File: config.mk
export PLATFORM = sky130hd
export DESIGN_NAME = cfs_out_buf
export DESIGN_NICKNAME = d
export VERILOG_FILES = /design/src/rtl/core/cfs_pkg.sv /design/src/rtl/core/cfs_out_buf.sv
export SDC_FILE = /design/constraint.sdc
export NUM_CORES = 1
export LEC_CHECK = 0
export ABC_AREA = 1
export ABC_CLOCK_PERIOD_IN_PS = 5100
export BUFFER_PORTS_ARGS = -buffer_cell sky130_fd_sc_hd__clkbuf_2
export CAP_MARGIN = 25
export CORE_UTILIZATION = 25
export DETAILED_ROUTE_END_ITERATION = 7
export HOLD_SLACK_MARGIN = 0.1
export SLEW_MARGIN = 15
export SYNTH_ARGS = -nofsm -noshare
export SYNTH_HDL_FRONTEND = slang
export SYNTH_SLANG_ARGS = --single-unit
File: constraint.sdc
create_clock -name clk -period 5.1 [get_ports clk]
set_input_delay 0.255 -clock clk [delete_from_list [all_inputs] [get_ports clk]]
set_output_delay 0.255 -clock clk [all_outputs]
set_load 0.02 [all_outputs]
File: src/rtl/core/cfs_pkg.sv
// Package for the circular FIFO with search: payload widths, action and
// status codes, the response record and the cell control record.
// No dependencies; compile first.
package cfs_pkg;

    localparam int ACTION_W = 2;
    localparam int VALUE_W  = 32;
    localparam int STATUS_W = 2;
    localparam int OCC_W    = 9;

    // Request kinds
    localparam logic [ACTION_W-1:0] ACT_ENQ    = 2'd0;
    localparam logic [ACTION_W-1:0] ACT_DEQ    = 2'd1;
    localparam logic [ACTION_W-1:0] ACT_SEARCH = 2'd2;

    // Result status codes
    localparam logic [STATUS_W-1:0] STS_DONE  = 2'd0;
    localparam logic [STATUS_W-1:0] STS_EMPTY = 2'd1;
    localparam logic [STATUS_W-1:0] STS_FULL  = 2'd2;

    typedef logic [ACTION_W-1:0] action_t;
    typedef logic [VALUE_W-1:0]  value_t;
    typedef logic [STATUS_W-1:0] status_t;
    typedef logic [OCC_W-1:0]    occ_t;

    // One result item
    typedef struct packed {
        status_t status;
        value_t  front_value;
        logic    found;
        occ_t    occupancy;
        logic    is_empty;
    } rsp_t;

    // Per-cycle command broadcast to every cell of the chain
    typedef struct packed {
        logic shift;   // move each entry one cell toward the front
        logic load;    // write the new element into the cell at the back
    } cell_ctrl_t;

endpackage

File: src/rtl/core/cfs_out_buf.sv
// Two-entry output buffer for result items: an output register plus a
// skid register, so a new item can finish while one waits. Depends on cfs_pkg.
module cfs_out_buf (
    input  logic          clk,
    input  logic          rst_n,
    input  logic          push,
    input  cfs_pkg::rsp_t push_data,
    output logic          full,
    output logic          out_valid,
    input  logic          out_ready,
    output cfs_pkg::rsp_t out_data
);
    import cfs_pkg::*;

    logic out_vld_reg;
    logic out_vld_next;
    logic sk_vld_reg;
    logic sk_vld_next;
    rsp_t out_reg;
    rsp_t out_next;
    rsp_t sk_reg;
    rsp_t sk_next;
    logic pop;

    assign pop = out_vld_reg && out_ready;

    // Advance the skid into the output slot and take the new item
    always_comb
    begin
        out_vld_next = out_vld_reg;
        sk_vld_next  = sk_vld_reg;
        out_next     = out_reg;
        sk_next      = sk_reg;
        if (push)
        begin
            if (!out_vld_reg || pop)
            begin
                out_vld_next = 1'b1;
                if (sk_vld_reg)
                begin
                    out_next = sk_reg;
                    sk_next  = push_data;
                end
                else
                begin
                    out_next = push_data;
                end
            end
            else
            begin
                sk_vld_next = 1'b1;
                sk_next     = push_data;
            end
        end
        else if (pop)
        begin
            if (sk_vld_reg)
            begin
                out_next    = sk_reg;
                sk_vld_next = 1'b0;
            end
            else
            begin
                out_vld_next = 1'b0;
            end
        end
    end

    always_ff @(posedge clk or negedge rst_n)
    begin
        if (!rst_n)
        begin
            out_vld_reg <= 1'b0;
            sk_vld_reg  <= 1'b0;
        end
        else
        begin
            out_vld_reg <= out_vld_next;
            sk_vld_reg  <= sk_vld_next;
        end
    end

    always_ff @(posedge clk)
    begin
        out_reg <= out_next;
        sk_reg  <= sk_next;
    end

    assign full      = sk_vld_reg;
    assign out_valid = out_vld_reg;
    assign out_data  = out_reg;

endmodule

* Yosys cells after proc, flatten, opt, wreduce, memory -nomap -nowiden
Index checks and enable logic that the tools add are counted.
Storage, ports and cells: register bits after elaboration 92
Cells by class: equal/unequal tests 4, mux-type cells 14, reduce and logical (&&, ||, !) cells 9
Operators by type and width (number):
- $mux W45 | 7
- $mux W1 | 7
- $ne A2 B2 Y1 const B | 3
- $reduce_and A3 Y1 | 2
- $reduce_and A2 Y1 | 2
- $reduce_bool A2 Y1 | 2
- $ne A2 B1 Y1 const B | 1
- $logic_and A1 B1 Y1 | 1
- $logic_not A1 Y1 | 1
- $logic_or A1 B1 Y1 | 1

* Depth between registers and ports, before layout
depth in word-level cells 4, gate-level depth with buffers 5, gate-level depth less buffers 5

* Least setup slack after synthesis
No wires, ideal clock.
path kind register to register, start reg sk_vld_reg, in the netlist full, end reg sk_reg[0] (netlist bit), enable pin, setup time 0.399 ns, arrival time 1.717 ns, required time 4.701 ns, slack 2.984 ns, cell stages (with the launch flop) 6, buffers on the path 1, clock period less this slack 2.116 ns, cells stage by stage dfrtp_1 inv_1 buf_6 nand2_1 nand2_1 inv_1
On the way: longest elaborated chain between the ends 2
Ends and longest elaborated chain:
- start: declaration | RTL line cfs_out_buf.sv:17 | logic sk_vld_reg;
- start signal: assignment | RTL line cfs_out_buf.sv:79 | sk_vld_reg <= sk_vld_next;
- $ne A2 B2 Y1 (no line)
- $reduce_and A2 Y1 (no line)
- end signal: assignment | RTL line cfs_out_buf.sv:86 | sk_reg <= sk_next;
- end: declaration | RTL line cfs_out_buf.sv:21 | rsp_t sk_reg;
Every way passes these cells. A chain may end at the register's enable or synchronous reset.

==> impl_metrics.toml <==
[run_status]
status = "finished, final reports clean"

[place]
place_ws_ns = 2.62
placed_cell_area_um2 = 4090
place_hpwl_um = 4570
routabilityCongestion = 0.637
port_buffers = 95

[critical_path]
path_common_cell = "nand2_1"
worstPathRequired_ns = 5.18
worst-path-buf-inv = 2
slowest_stage = "nand2_2"
worst-path-max-fanout = 47
crit_chain = "inv_2 > buf_4 > nand2_2 > nand2_1 > nand2_1"
critPathTopFamily = "simple AND/OR/NAND/NOR gates"
slowest_delay_ns = 0.63
setup.worst_path.class = "flop to flop"
arrival_ns = 2.15
endpoint_kind = "flop"
setup.worst_path.start_class = "flop"

[die]
io-pin-count = 96
dieWidth_um = 120
core_um2 = 13500
initial_core_util_pct = 26.0
fp.dieH_um = 120
die-area_um2 = 14500
rows = 42

[global_routing]
grt_use_total_pct = 10.1
grt_pass1_wl_um = 10900
grt_pass1_vias = 2086
overflow = 0
grt_antenna_before_repair = 1
grt_max_degree = 48

[timing]
setup_viol = 0
hold-worst-slack_ns = 0.115
rsz0062_at_grt = "false"
period_share_pct = 40.7
fin_skew_ns = 0.00595
tightestPinTransition_ns = 0.852
finalMaxSlewViolations = 0
setup_ws_ns = 3.03
slew_headroom_pct = 43.0
finalHoldViolCount = 0
clock.fmax_ghz = 0.482
post-route-min-period_ns = 2.07
fin_setup_tns_ns = 0

[clock_network]
insertion_delay_ns = 0.33
path_clk_slew_ns = 0.06
cts_buffers = 9
cts_setup_buffers = 0
cts.htree.levels = 3
cts_tree = "yes"
root_buffer = "clkbuf_16"
clkSinkCount = 92
clk_path_buf_depth = 2

[logic_synthesis]
synth_fp_nets = 306
yosysSeqAreaShare_pct = 78.8
ys_warn_count = 0
post_synth.cell_area_avg_um2 = 13.6
synth.ff_latch_count = 92
netlist_area_um2 = 3490
synth_cell_types = 9
synthCells = 257

[drt]
via_per_inst = 4.11
wirelength_um = 6950
wl_per_cell_um = 12.9
num_vias = 2209
drc = 0
drtAntennaViolNets = 0
drt_iter0_markers = 131
dr.pass1.iters = 4

[finish]
final_util_pct = 33.4
layout_commonest_cell = "nand2_1"
num-nets-final = 406
stdcell_area_um2 = 4490
layout-drive-gt1-share_pct = 32.1
area_growth_pct = 28.4
final_cell_mix = "nand2_1 (99), clkbuf_2 (95), edfxtp_1 (90)"

[worst_hold_path]
hp-class = "input port to flop"

[flow_run]
maxCapViolCount = 0

[pwr]
peakVddDrop_mv = 0.133
powerDensity_nw_per_um2 = 422
leakage_nw = 1.93
-- power by group --
group	switching, mW	internal, mW	leakage (nW)	total (mW)
clock network	0.259	0.425	0.150	0.684
logic	0.179	0.0786	0.884	0.258
registers	0.0216	0.931	0.892	0.952
-- worst paths after layout --
check                           cells after the start          from  slack [ns]           end
max in group asynchronous                           2         rst_n        4.77     out_valid
worst min-delay path                                1  push_data[6]        0.12     sk_reg[6]
worst max register to register                      5          full        3.03  out_data[11]
worst max-delay path                                5          full        3.03  out_data[11]
worst min register to register                      2     sk_reg[2]        0.51   out_data[2]
min in group asynchronous                           2         rst_n        0.23          full
-- per-layer routing --
layer  up-vias  GRT usage (%)  routed length [µm]  share of wire [%]
li1       1096              -                   -                  -
met1      1018           13.1                3000                 43
met2        85           15.0                3210                 46
met3        10           3.25                 597                8.6
met4         0           5.56                 147                2.1
met5         -              0                   0                  0
-- cells by family after synthesis --
logic type,count (synthesis),synth area share (%)
simple gates,146,17.4
flops,92,78.8
buf+inv,19,3.80
-- cell usage after synthesis --
cell type / number / share of area [%]
nand2_1: 99 / 11
buf_6: 3 / 0.97
dfrtp_1: 2 / 1.4
edfxtp_1: 90 / 77
nand3_1: 46 / 6.6
inv_1: 5 / 0.54
buf_2: 1 / 0.14
buf_4: 10 / 2.1
nand2_2: 1 / 0.18
-- layout make-up --
| cell class | instances | area [µm²] |
|---|---|---|
| Fill cell | 1386 | 8970 |
| Sequential cell | 92 | 2750 |
| Multi-Input combinational cell | 146 | 608 |
| Timing Repair Buffer | 103 | 578 |
| Clock buffer | 10 | 229 |
| Tap cell | 176 | 220 |
| Clock inverter | 5 | 77.6 |
| Inverter | 5 | 18.8 |
| Antenna cell | 1 | 2.50 |
-- what timing repair did --
item	4_1_cts	5_1_grt
resized for setup	0	0
hold endpoints to repair	5	0
hold buffers	4	0
-- per-stage QoR --
stage               cells  power, mW
global route          537       1.97
floorplan             257       1.13
finish                538       1.89
CTS                   535       1.91
detailed placement    516       1.22
global placement      516       1.22
No activity file was read; power rests on OpenSTA's default activity.
