<file path="src/rtl/core/cfs_pkg.sv">
// Package for the circular FIFO with search: payload widths, action and
// status codes, the response record and the cell control record.
// No dependencies; compile first.
package cfs_pkg;

    localparam int ACTION_W = 2;
    localparam int VALUE_W  = 32;
    localparam int STATUS_W = 2;
    localparam int OCC_W    = 9;

    // Request kinds
    localparam logic [ACTION_W-1:0] ACT_ENQ    = 2'd0;
    localparam logic [ACTION_W-1:0] ACT_DEQ    = 2'd1;
    localparam logic [ACTION_W-1:0] ACT_SEARCH = 2'd2;

    // Result status codes
    localparam logic [STATUS_W-1:0] STS_DONE  = 2'd0;
    localparam logic [STATUS_W-1:0] STS_EMPTY = 2'd1;
    localparam logic [STATUS_W-1:0] STS_FULL  = 2'd2;

    typedef logic [ACTION_W-1:0] action_t;
    typedef logic [VALUE_W-1:0]  value_t;
    typedef logic [STATUS_W-1:0] status_t;
    typedef logic [OCC_W-1:0]    occ_t;

    // One result item
    typedef struct packed {
        status_t status;
        value_t  front_value;
        logic    found;
        occ_t    occupancy;
        logic    is_empty;
    } rsp_t;

    // Per-cycle command broadcast to every cell of the chain
    typedef struct packed {
        logic shift;   // move each entry one cell toward the front
        logic load;    // write the new element into the cell at the back
    } cell_ctrl_t;

endpackage

</file>
<file path="src/rtl/core/cfs_cell.sv">
// One storage cell of the queue chain: holds the entry at a fixed position
// and takes its neighbor's entry on a shift. Depends on cfs_pkg.
module cfs_cell #(
    parameter int W     = 32,
    parameter int CW    = 9,
    parameter int INDEX = 0
) (
    input  logic                clk,
    input  cfs_pkg::cell_ctrl_t ctrl,
    input  logic [CW-1:0]       count,
    input  logic [CW-1:0]       last,
    input  logic [W-1:0]        wr_data,
    input  logic [W-1:0]        wrap_data,
    input  logic [W-1:0]        nbr_data,
    output logic [W-1:0]        data
);
    import cfs_pkg::*;

    localparam logic [CW-1:0] MY_INDEX = CW'(INDEX);

    logic [W-1:0] data_reg;
    logic [W-1:0] data_next;

    // Take the neighbor on a shift; the back cell takes the front entry so
    // that a full rotation restores the order
    always_comb
    begin
        data_next = data_reg;
        if (ctrl.shift)
        begin
            data_next = (last == MY_INDEX) ? wrap_data : nbr_data;
        end
        else if (ctrl.load && (count == MY_INDEX))
        begin
            data_next = wr_data;
        end
    end

    always_ff @(posedge clk)
    begin
        data_reg <= data_next;
    end

    assign data = data_reg;

endmodule

</file>
<file path="config.mk">
export PLATFORM = sky130hd
export DESIGN_NAME = cfs_cell
export DESIGN_NICKNAME = d
export VERILOG_FILES = /design/src/rtl/core/cfs_pkg.sv /design/src/rtl/core/cfs_cell.sv
export SDC_FILE = /design/constraint.sdc
export NUM_CORES = 1
export LEC_CHECK = 0
export ABC_AREA = 0
export BUFFER_PORTS_ARGS = -buffer_cell sky130_fd_sc_hd__buf_2
export CAP_MARGIN = 20
export CORE_MARGIN = 10
export CORE_UTILIZATION = 45
export DETAILED_ROUTE_END_ITERATION = 10
export PLACE_DENSITY_LB_ADDON = 0.1
export SYNTH_ARGS = -nofsm -noshare
export SYNTH_HDL_FRONTEND = slang
export SYNTH_SLANG_ARGS = --single-unit
</file>
<file path="constraint.sdc">
create_clock -name clk -period 5.65 [get_ports clk]
set_input_delay 0.565 -clock clk [delete_from_list [all_inputs] [get_ports clk]]
set_output_delay 0.565 -clock clk [all_outputs]
set_load 0.05 [all_outputs]
</file>
# Word level (Yosys, flattened, before mapping)
# Cells that the tools add are included.
# op_classes
n_reduce_logical	4
muxes	3
# op_table
op	n
two-way mux 32 bit	3
logical NOT 9 bit	2
nonzero test 2 bit	1
logical AND 1 bit	1
# totals
output_inout_bits	32
reg_bits	32
input_bits	117
word_cells	8

# Logic depth before layout (Yosys ltp)
# logic_depth
word_depth	4
depth_mapped	5
ltp_nobuf	3

# Worst setup path after synthesis
# No wires, ideal clock.
# synth_path
path_type	input to register
start	in ctrl[1] in the netlist's numbering
end	reg data_reg[0], in the netlist data[0], enable pin
cell_stages	3
arrival_ns	1.899
slack_ns	3.360
setup_time_ns	0.390
path_buffers	2
path_cell_list	clkbuf_1 clkbuf_1 a41o_1
# synth_via
elab_chain_cells	1
# synth_lines
element	line	text
from (decl)	cfs_cell.sv:9	input cfs_pkg::cell_ctrl_t ctrl,
nonzero test 2 bit (no source line)	--	
to (signal assigned)	cfs_cell.sv:41	data_reg <= data_next;
to (decl)	cfs_cell.sv:21	logic [W-1:0] data_reg;
# No other way between the ends.
# A chain may end at the register's enable or synchronous reset.

# Final worst setup path
# layout_path
start	in last[5]
end	reg data_reg[22], in the netlist data[22], data pin
# layout_via
elab_chain_cells	3
# layout_lines
element	line	text
from (decl)	cfs_cell.sv:11	input logic [CW-1:0] last,
logical NOT 9 bit	cfs_cell.sv:31	data_next = (last == MY_INDEX) ? wrap_data : nbr_data;
two-way mux 32 bit	cfs_cell.sv:31	
two-way mux 32 bit	cfs_cell.sv:29	if (ctrl.shift)
named net data_next[22]	cfs_cell.sv:22	logic [W-1:0] data_next;
# The timed path passes the listed nets, and every way through them passes these cells.

==> metrics.md <==
| Metric | Value |
|---|---|
| Worst VDD drop | `between 0.1 and 0.15 mV` |
| Placer Congestion | `~0.75` |
| Pre-Repair DR Iteration Count | `5` |
| Slew @ Worst Pin | `around 970 ps` |
| Total global routing overflow | `0` |
| Post-route insts no fill | `about 380` |
| GRT Total Usage | `around 18%` |
| Full die area | `7870 um2` |
| Synth area leaders | `edfxtp_1, o31ai_2, a31oi_1, nand4_1, nor2_1` |
| Part of the power in registers | `43.7%` |
| # clock sinks | `32` |
| Core area | `4470 um2` |
| Unique masters post-synth | `20` |
| Final core occ | `~65%` |
| Mux cell area share after synthesis | `0%` |
| Compound-gate portion of the synthesized area | `between 20% and 30%` |
| Post-DP HPWL | `5.40 mm` |
| Max_slew headroom | `approximately a third` |
| Cells after synthesis | `198` |
| Area share of the largest cell type after synthesis | `a little under half` |
| Chip Height | `just under 90 um` |
| Antenna violations before repair | `0` |
| Period utilization | `a little over a third` |
| Warnings from Yosys | `0` |
| # IOs | `around 150` |
| Simple-Gate Fraction of Synth Area | `17.8%` |
| Crit start category | `input port` |
| Commonest non-fill, non-tap cell in the layout | `buf_2` |
| Synth area leader | `edfxtp_1` |
| Proportion of layout cells with a drive suffix above 1 | `about three fifths` |
| Clock Tree Buf Depth | `2` |
| Clock power frac | `25.2%` |
| Largest family of logic cells by synthesized area | `compound AO/OA/AOI/OAI gates` |
| Port bufs | `~150` |
| Fillers | `390` |
| Clk slew on worst S/H paths | `70 ps` |
| Vias in the first global route | `2187` |
| Setup CP Type | `input port to register` |
| Slowest stage delay, CP | `~870 ps` |
| Routed wire length | `7.58 mm` |
| Combinational share of power | `a little under a third` |
| WP data arrival | `roughly 2000 ps` |
| Worst Hold Class | `input port to register` |
| CTS tree | `built` |
| Power per standard cell area | `between 200 and 250 nW/um2` |
| CTS Buf Count | `5` |
| Postcts setup bufs | `0` |
| Drt wl/cell | `roughly 20 um` |
| DRT antenna net count | `0` |
| Post-Synth Adder-Cell Area | `0%` |
| Area after DPL | `2810 um2` |
| Starting Density | `47.5%` |
| Fmax | `roughly 0.50 GHz` |
| Syn Std Cell Area | `2120 um2` |
| Starting DRC count in detailed routing | `about 120` |
| Post-synthesis sequential area ratio | `45.2%` |
| Crit path max fanout | `32` |
| RSZ-0062 raised after global routing | `false` |
| Fin crit period | `around 2000 ps` |
| Vias per cell | `around 5.8` |
| Hold_buf cts | `0` |
| Final Net Count | `about 450` |
| Mean post-synth cell area | `~11 um2` |
| Max-Cap Viols | `0` |
| Setup TNS | `0 ps` |
| Xor/xnor share of the synthesized area | `0%` |
| Worst path bufs/invs | `1` |
| P_leak | `between 1 and 1.5 nW` |
| Int Power | `around 0.43 mW` |
| Slew Viols, Final | `0` |
| H-tree levels | `2` |
| Placed Cells incl. Taps | `374` |
| Die Wd | `around 89 um` |
| Cell family with most CP delay | `simple AND/OR/NAND/NOR gates` |
| WP data required | `approximately 5700 ps` |
| Yosys reg bits | `32` |
| Area Overhead vs Synth | `36.9%` |
| Psw | `0.234 mW` |
| # setup viols final | `0` |
| Most frequent cells in the layout | `buf_2, nand4_1, nor2_1, a31oi_1, edfxtp_1` |
| Fin. Hold Viols | `0` |
| Via count of the routed design | `~2200` |
| Post-synth net total | `between 300 and 400` |
| Clk root buf | `clkbuf_8` |
| Sw frac | `around a third` |
| Drc violations | `0` |
| Critical Path Sink Type | `register` |
| CP cell instances | `buf_2 -> or3_2 -> o31ai_2 -> a31oi_1` |
| Final instance area | `~2900 um2` |
| Largest register FFs | `32` |
| CTS resizes | `0` |
| Status | `finished clean` |
| FP Rows | `24` |
| CP max-delay cell | `or3_2` |
| Diodes inserted | `0` |
| First-pass GRT wire length | `around 11 mm` |
| Largest net degree at the start of global routing | `66` |
-- power groups by stage --
stage / combinational, mW / clock [mW] / sequential (mW)
2_1_floorplan: 0.0562 / 0 / 0.376
3_3_place_gp: 0.206 / 0 / 0.296
3_5_place_dp: 0.207 / 0 / 0.297
4_1_cts: 0.208 / 0.173 / 0.292
5_1_grt: 0.221 / 0.186 / 0.294
6_report: 0.208 / 0.168 / 0.292
-- metrics by stage --
| step | total power, mW | setup slack (ps) | hold slack, ps |
|---|---|---|---|
| 2_1_floorplan | 0.432 | 3360 | 814 |
| 5_1_grt | 0.700 | 3540 | 617 |
| 6_report | 0.668 | 3630 | 623 |
| 4_1_cts | 0.673 | 3590 | 621 |
| 3_3_place_gp | 0.503 | 3330 | 910 |
| 3_5_place_dp | 0.504 | 3270 | 917 |
-- worst min-delay path: stages --
cell and delay, ps:
buf_2 70, nor2_1 30, a31oi_1 120
-- path summary, 6_finish.rpt --
kind	start	to	slack, ps	cells after the start
worst max-delay path	last[5]	data[22]	3630	4
worst min-delay path	wr_data[18]	data[18]	620	3
-- cells by family (layout without fill, tap and decap cells) --
logic type | count (synthesis) | in the layout
simple gates | 72 | 72
buf+inv | 29 | 162
flops | 32 | 32
compound gates | 65 | 65
-- metal layers --
metal  global-route usage, %  wire (um)
met1                    22.1       2890
met2                    28.3       3800
met3                    7.90        839
met4                    4.41         56
met5                       0          0
-- area by class of cell --
type,count,area (um2),area share (%)
multi-input combinational,137,1000,34.6
clock buffer,5,68.8,2.37
timing repair buffer,153,791,27.2
sequential,32,961,33.0
inverter,1,3.75,0.129
clock inverter,3,13.8,0.473
tap,52,65.1,2.24
-- cell usage after synthesis (all sizes together) --
library cell,count
buf,10
nor4,3
nor2,33
a41o,1
or4,1
nor3,1
nand4,32
edfxtp,32
or2,1
a31oi,32
clkbuf,18
or3,1
o31ai,32
inv,1
Note: power is estimated with default switching activity, not from simulation.
